--- config.mk ---
export PLATFORM = sky130hd
export DESIGN_NAME = drrip_set_logic
export DESIGN_NICKNAME = d
export VERILOG_FILES = /design/src/drrip_dead_block_replacement_assert.svh /design/src/drrip_pkg.sv /design/src/drrip_set_logic.sv
export SDC_FILE = /design/constraint.sdc
export NUM_CORES = 1
export LEC_CHECK = 0
export BUFFER_PORTS_ARGS = -buffer_cell sky130_fd_sc_hd__buf_2
export CAP_MARGIN = 20
export CORE_AREA = 2 2 90 127
export DETAILED_ROUTE_END_ITERATION = 7
export DIE_AREA = 0 0 92 129
export GPL_ROUTABILITY_DRIVEN = 0
export PLACE_DENSITY = 0.75
export SLEW_MARGIN = 15
export SYNTH_ARGS = -nofsm -noshare
export SYNTH_HDL_FRONTEND = slang
export SYNTH_SLANG_ARGS = --single-unit
--- constraint.sdc ---
create_clock -name vclk -period 46
set_input_delay 4.6 -clock vclk [all_inputs]
set_output_delay 4.6 -clock vclk [all_outputs]
set_load 0.005 [all_outputs]
--- src/drrip_dead_block_replacement_assert.svh ---
// Assertion macros for the DRRIP dead-block replacement block.
// Expects clk and arst_n in the scope of each use.
`ifndef DRRIP_DEAD_BLOCK_REPLACEMENT_ASSERT_SVH
`define DRRIP_DEAD_BLOCK_REPLACEMENT_ASSERT_SVH

// Consequent holds in the same cycle.
`define DRRIP_ASSERT_NOW(lbl, ante, cons) \
	lbl: assert property (@(posedge clk) disable iff (!arst_n) (ante) |-> (cons)) \
		else $error("drrip assertion failed");

// Consequent holds in the next cycle.
`define DRRIP_ASSERT_NEXT(lbl, ante, cons) \
	lbl: assert property (@(posedge clk) disable iff (!arst_n) (ante) |=> (cons)) \
		else $error("drrip assertion failed");

`endif

--- src/drrip_pkg.sv ---
// Shared constants, types and helpers of the DRRIP dead-block replacement block.
// No dependencies.
`default_nettype none
package drrip_pkg;
	localparam int DEF_NUM_SETS    = 2048;
	localparam int DEF_NUM_WAYS    = 16;
	localparam int DEF_LEADER_SETS = 64;

	localparam logic [9:0]  PSEL_MID  = 10'd512;
	localparam logic [9:0]  PSEL_MAX  = 10'd1023;
	localparam logic [15:0] LFSR_SEED = 16'hACE1;
	localparam logic [15:0] LFSR_TAPS = 16'hB400;

	localparam logic [1:0] RRPV_NEAR = 2'd0;
	localparam logic [1:0] RRPV_INS  = 2'd2;
	localparam logic [1:0] RRPV_MAX  = 2'd3;
	localparam logic [1:0] DEAD_FILL = 2'd1;
	localparam logic [1:0] DEAD_MAX  = 2'd3;

	localparam logic OP_VICTIM = 1'b0;
	localparam logic OP_UPDATE = 1'b1;

	typedef struct packed {
		logic op;
		logic hit;
		logic srrip;
		logic far_ins;
	} drrip_ctl_t;

	function automatic logic [15:0] lfsr_next(input logic [15:0] cur);
		logic [15:0] nxt;
		nxt = {1'b0, cur[15:1]};
		if (cur[0]) begin
			nxt = nxt ^ LFSR_TAPS;
		end
		return nxt;
	endfunction
endpackage
`default_nettype wire

--- src/drrip_set_logic.sv ---
// Per-set victim search and update of one row of RRPV and dead counters.
// Depends on drrip_pkg.
`default_nettype none
module drrip_set_logic #(
	parameter int NUM_WAYS = 16
) (
	input  wire drrip_pkg::drrip_ctl_t          ctl,
	input  wire logic [15:0]                    valid_mask,
	input  wire logic [3:0]                     way,
	input  wire logic [NUM_WAYS-1:0][1:0]       rrpv,
	input  wire logic [NUM_WAYS-1:0][1:0]       dead,
	output logic      [NUM_WAYS-1:0][1:0]       rrpv_new,
	output logic      [NUM_WAYS-1:0][1:0]       dead_new,
	output logic      [3:0]                     victim
);
	import drrip_pkg::*;

	logic [31:0] vm_ext;
	logic [1:0]  top;
	logic [1:0]  lift;
	logic [NUM_WAYS-1:0][1:0] aged;
	logic        found;

	assign vm_ext = {16'd0, valid_mask};

	always_comb begin
		top = 2'd0;
		for (int w = 0; w < NUM_WAYS; w++) begin
			if (rrpv[w] > top) begin
				top = rrpv[w];
			end
		end
		lift = RRPV_MAX - top;
		for (int w = 0; w < NUM_WAYS; w++) begin
			aged[w] = rrpv[w] + lift;
		end
	end

	always_comb begin
		victim   = 4'd0;
		found    = 1'b0;
		rrpv_new = rrpv;
		dead_new = dead;
		if (ctl.op == OP_VICTIM) begin
			for (int w = 0; w < NUM_WAYS; w++) begin
				if (!found && !vm_ext[w]) begin
					found  = 1'b1;
					victim = 4'(w);
				end
			end
			for (int w = 0; w < NUM_WAYS; w++) begin
				if (!found && dead[w] == DEAD_MAX) begin
					found  = 1'b1;
					victim = 4'(w);
				end
			end
			if (!found) begin
				rrpv_new = aged;
				for (int w = 0; w < NUM_WAYS; w++) begin
					if (!found && aged[w] == RRPV_MAX) begin
						found  = 1'b1;
						victim = 4'(w);
					end
				end
			end
		end else begin
			for (int w = 0; w < NUM_WAYS; w++) begin
				if ({1'b0, way} == 5'(w)) begin
					if (ctl.hit) begin
						rrpv_new[w] = RRPV_NEAR;
						dead_new[w] = (dead[w] != 2'd0) ? dead[w] - 2'd1 : 2'd0;
					end else begin
						rrpv_new[w] = (!ctl.srrip && ctl.far_ins) ? RRPV_MAX : RRPV_INS;
						dead_new[w] = DEAD_FILL;
					end
				end
			end
		end
	end
endmodule
`default_nettype wire

# After elaboration in Yosys (flattened, before gate mapping)

Cells that the tools add are included.
Widths: inputs -> output; s select.

Bits in registers: 0
Bits in latches: 0
RAM bits: 0
Memory bits (read-only): 0
Input bits: 88
Memories kept: 0

$add $sub $neg: 33
Multiply operators: 0
Div/mod/pow operators: 0
Order comparisons: 16
Eq/ne operators: 47
Shifts and indexed selects: 0
Muxes and demuxes: 243
Bitwise gates (word level): 0
Reduce and logical (&&, ||, !) cells: 128

Operator list:

| kind                | number |
|---|---|
| $mux 4              | 48 |
| $mux 2              | 81 |
| $mux 1              | 111 |
| $mux 32             | 3 |
| $eq 2x2->1 const B  | 32 |
| $logic_not 1->1     | 63 |
| $logic_and 1x1->1   | 48 |
| $add 2x2->2         | 16 |
| $eq 4x4->1 const B  | 8 |
| $reduce_bool 2->1   | 16 |
| $sub 2x1->2 const B | 16 |
| $gt 2x2->1          | 15 |
| $eq 4x3->1 const B  | 4 |
| $eq 4x2->1 const B  | 2 |
| $eq 4x1->1 const B  | 1 |
| $logic_not 4->1     | 1 |
| $gt 2x1->1 const B  | 1 |
| $sub 2x2->2 const A | 1 |

# Depth between registers and ports, before layout

Word-level depth: 206
Gate-level depth with buffers: 81
Depth with buffers taken out: 79

# Worst setup path before layout

Ideal clock, no wire load.

Kind: input to output
From: in rrpv[3] (netlist bit)
To: out victim[0]
Arrival: 17261 ps
Data required time: 41400 ps
Path slack: 24139 ps
Stages on the path: 79
Buffers on the path: 1
Path through: inv_1 ha_1 nor3_1 a311o_1 nand2_1 ha_1 o21bai_1 nand3_1 nand2_1 inv_1 ha_1 o21bai_1 nand2_1 mux2i_1 ha_1 nand2b_1 a222oi_1 and3_1 [... 43 more ...] a31oi_1 ha_1 nand2b_1 nand2_1 mux2i_1 a21oi_1 a21bo_2 ha_1 nand2_1 o21ai_1 mux2_2 a211oi_4 buf_6 mux2i_1 o211ai_1 a221oi_1 o21ai_0 a31oi_1

Cells in the longest elaborated chain, start to end: 112
Elaborated cells on any way between the ends: 157
Those cells by class: add/sub (17); order compare (15); eq/ne (16); mux (78); reduce/logical (31)

Ends and longest elaborated chain:

| element           | RTL line              | RTL |
|---|---|---|
| start, declared   | drrip_set_logic.sv:10 | `input wire logic [NUM_WAYS-1:0][1:0] rrpv,` |
| $gt 2x2->1        | drrip_set_logic.sv:29 | `if (rrpv[w] > top) begin` |
| $mux 2            | drrip_set_logic.sv:29 |  |
| $gt 2x2->1        | drrip_set_logic.sv:29 |  |
| $mux 2            | drrip_set_logic.sv:29 |  |
| $gt 2x2->1        | drrip_set_logic.sv:29 |  |
| $mux 2            | drrip_set_logic.sv:29 |  |
| $gt 2x2->1        | drrip_set_logic.sv:29 |  |
| $mux 2            | drrip_set_logic.sv:29 |  |
| [... 96 more ...] | n/a                   |  |
| $mux 1            | drrip_set_logic.sv:60 | `if (!found && aged[w] == RRPV_MAX) begin` |
| $mux 1            | drrip_set_logic.sv:57 | `if (!found) begin` |
| $mux 1            | drrip_set_logic.sv:44 | `if (ctl.op == OP_VICTIM) begin` |
| $logic_not 1->1   | drrip_set_logic.sv:60 |  |
| $logic_and 1x1->1 | drrip_set_logic.sv:60 |  |
| $mux 4 (*)        | drrip_set_logic.sv:60 |  |
| $mux 4 (*)        | drrip_set_logic.sv:57 |  |
| $mux 4 (*)        | drrip_set_logic.sv:44 |  |
| end, declared     | drrip_set_logic.sv:14 | `output logic [3:0] victim` |

Every way passes the cells marked *; elsewhere a longest branch is shown, timed or not. The select of a mux whose other input is x is not followed.

# Final worst setup path

From: in rrpv[1] (netlist bit)
To: out victim[1]

Cells in the longest elaborated chain, start to end: 114
Elaborated cells on any way between the ends: 159
Those cells by class: add/sub (17); order compare (16); eq/ne (16); mux (79); reduce/logical (31)

Ends and longest elaborated chain:

| element           | RTL line |
|---|---|
| $gt 2x1->1        | drrip_set_logic.sv:29 |
| $mux 2            | drrip_set_logic.sv:29 |
| $gt 2x2->1        | drrip_set_logic.sv:29 |
| $mux 2            | drrip_set_logic.sv:29 |
| $gt 2x2->1        | drrip_set_logic.sv:29 |
| $mux 2            | drrip_set_logic.sv:29 |
| $gt 2x2->1        | drrip_set_logic.sv:29 |
| $mux 2            | drrip_set_logic.sv:29 |
| [... 98 more ...] | n/a |
| $mux 1            | drrip_set_logic.sv:60 |
| $mux 1            | drrip_set_logic.sv:57 |
| $mux 1            | drrip_set_logic.sv:44 |
| $logic_not 1->1   | drrip_set_logic.sv:60 |
| $logic_and 1x1->1 | drrip_set_logic.sv:60 |
| $mux 4 (*)        | drrip_set_logic.sv:60 |
| $mux 4 (*)        | drrip_set_logic.sv:57 |
| $mux 4 (*)        | drrip_set_logic.sv:44 |

Marks and branches as above.

==> summary.md <==
| Metric | Value |
|---|---|
| Result of the run | `finished clean` |
| Ratio of cells with drive above 1 in the final layout | `between 20% and 30%` |
| Vert. Die Dim | `129 um` |
| Remaining number of nets flagged by the antenna check after routing | `0` |
| GRT Residual Overflow | `0` |
| Final instance area | `5580 um2` |
| Gate count after technology mapping | `about 760` |
| Top cells by area, synth | `ha_1 (12%), nand2_1 (8.8%), nor2_1 (7.1%)` |
| Transition at the pin with the smallest max-transition slack | `0.984 ns` |
| Overall routed net length | `around 17 mm` |
| Hold-fix buffers at CTS | `0` |
| Worst setup path endpoint | `victim[1]` |
| Met1 routing resource usage after global routing | `between 30% and 40%` |
| Count of warnings emitted by yosys | `0` |
| Maximum resistive drop on vdd | `0.0000146 V` |
| Estimated wirelength of the detail-placed design | `14.0 mm` |
| Area of the die | `11900 um2` |
| Via count of the first global-routing pass | `5538` |
| Post-cts resize count | `0` |
| Drt first-iter violations | `515` |
| Number of primary I/O pins | `~160` |
| Antenna violations before repair | `0` |
| Register area | `0 um2` |
| Final worst-path cycle share | `between 50% and 60%` |
| Multi-input logic area | `4360 um2` |
| Layout-stage area growth over the synthesis result | `18.2%` |
| Detail-routed net length per standard cell | `about 17 um` |
| Fin nets | `1020` |
| Number of fill cells in the layout | `1167` |
| Max-Cap Viols | `0` |
| Area fraction of the dominant cell type after synthesis | `12.2%` |
| Antenna cell count | `0` |
| Max-slew headroom at the worst pin | `34.2%` |
| Dominant cell type by area after synthesis | `ha_1` |
| Number of port buffers | `156` |
| Sequential area share after synthesis | `0%` |
| Routing layer with the top usage in global route | `met2` |
| Number of iterations in the first detailed-routing pass | `5` |
| WP buf/inv | `6` |
| Via count of the routed design | `6121` |
| Crit. End Element | `primary output` |
| Largest fanout on the critical path | `28` |
| Core Region | `10700 um2` |
| Total number of cells along the worst setup path | `81` |
| Worst hold path type | `input port to primary output` |
| Max Clock Freq | `0.0420 GHz` |
| WS Path Type | `input port to primary output` |
| Placement Rows | `45` |
| Maximum number of pins on one net before global-route repair | `78` |
| Number of distinct standard cells referenced by the synthesized netlist | `71` |
| DIE WIDTH | `between 90 and 100 um` |
| Post-CTS Setup Bufs | `0` |
| Unrepaired setup endpoints after global routing | `no` |
| Mean area per synthesized cell | `6.25 um2` |
| GRT Util Overall | `a little over a quarter` |
| Synth Net Count | `slightly below 900` |
| Slowest stage cell, crit path | `mux2_2` |
| CP peak stage delay | `between 0.4 and 0.5 ns` |
| Total Neg Setup Slack | `0 ns` |
| Met2 layer usage reported by global route | `50.9%` |
| Number of sequential cells in the layout | `0` |
| Initial Utilization | `44.1%` |
| Top Family by Delay on Critical Path | `compound AO/OA/AOI/OAI gates` |
| First-pass GRT wire length | `26.9 mm` |
| Ratio of routed vias to standard cells | `between 5 and 6` |
| Data arrival time of the critical path | `~19 ns` |
| CP Launch Type | `input port` |
| # DRC | `0` |
| Leading cell types by count after synthesis | `nand2_1 (111), nor2_1 (89), inv_1 (58)` |
| Area after detailed placement | `5570 um2` |
| Final period demand of the worst path | `23.80 ns` |
| First element of the critical path | `rrpv[1]` |
| Most common cell on crit path | `ha_1` |
| P per Cell Area | `17.2 nW/um2` |
| Leak | `2.64 nW` |
| Number of clock buffer instances in the layout | `0` |
| Max-slew violation count | `0` |
| Total standard cell area after synthesis | `4720 um2` |
| Count of endpoints failing hold in the final timing report | `0` |
| Library cell with the highest instance count after synthesis | `nand2_1` |
| Required time at the endpoint of the critical path | `41.40 ns` |
| Total of endpoints with negative setup slack in the final report | `0` |
| Grt met3 use | `2.52%` |
-- logic make-up (layout without fill, tap and decap cells) --
group,count (synthesis),count (layout),synth area share [%]
and+or+nand+nor,327,327,32.7
xor gates and xnor gates,43,43,7.98
adders and majority gates,46,46,12.2
muxes,31,31,7.13
buffers and inverters,91,220,7.69
AOI/OAI and AO/OA,217,217,32.3
-- worst min-delay path by stage --
stage	start	to	slack, ns	depth (start not counted)
2_1_floorplan	rrpv[0]	rrpv_new[0]	9.27	1
3_3_place_gp	dead[17]	dead_new[17]	9.52	4
3_5_place_dp	dead[17]	dead_new[17]	9.51	4
4_1_cts	dead[17]	dead_new[17]	9.52	4
5_1_grt	dead[17]	dead_new[17]	9.53	4
6_report	dead[17]	dead_new[17]	9.52	4
-- cells in the final DEF (no fill, tap or decap), types with 3 or more instances in the layout --
cell type and instances:
and3_1 10, ha_1 46, buf_2 156, buf_4 6
a21oi_1 44, inv_1 58, a222oi_1 4, mux2_2 21
and2_1 14, xor2_1 14, o21bai_1 12, a31oi_1 8
a22oi_1 6, a32oi_1 7, a221oi_1 17, nor3_1 14
nand2_1 111, a211o_1 5, a211oi_1 4, nand3_1 26
nand4_1 11, nor3b_1 3, nand2b_1 18, o211ai_1 12
o2111ai_1 3, o21a_1 9, a21boi_0 3, nor2b_1 9
mux2i_1 10, xnor2_1 29, o22ai_1 6, a22o_1 3
nor2_1 89, nor4_1 8, o21ai_0 46
-- routing by layer --
| metal | wire length [um] | share of wire (%) |
|---|---|---|
| met2 | 8500 | 50 |
| met5 | 0 | 0 |
| met4 | 558 | 3.3 |
| met1 | 6890 | 40 |
| met3 | 1220 | 7.1 |
-- power breakdown --
group          leakage (nW)  internal (mW)  total (mW)  switching, mW
logic                  2.64         0.0390      0.0957         0.0566
registers                 0              0           0              0
clock network             0              0           0              0
total                  2.64         0.0390      0.0957         0.0566
-- area by class of cell --
cell class | instances | area share, %
tap | 141 | 3.16
inverter | 58 | 3.90
timing repair buffer | 162 | 14.8
multi-input combinational | 664 | 78.1
-- through the flow --
stage                     hold WS (ns)  util, %  instances  setup WS, ns  total power [mW]
after floorplan                   9.27        -        755         24.14            0.0710
after CTS                         9.52     52.1       1024         22.31            0.0941
after global routing              9.53     52.1       1025         20.92             0.106
final                             9.52     52.1       1025         22.20            0.0957
after detailed placement          9.51     52.1       1024         22.38            0.0937
after global placement            9.52     52.1       1024         22.69            0.0923
-- tightest hold or removal path: cells and delay by family --
kind,cells,cell delay [ns]
buffers and inverters,3,0.27
AND/OR/NAND/NOR,1,0.04
Power figures use the tool's default switching activity.
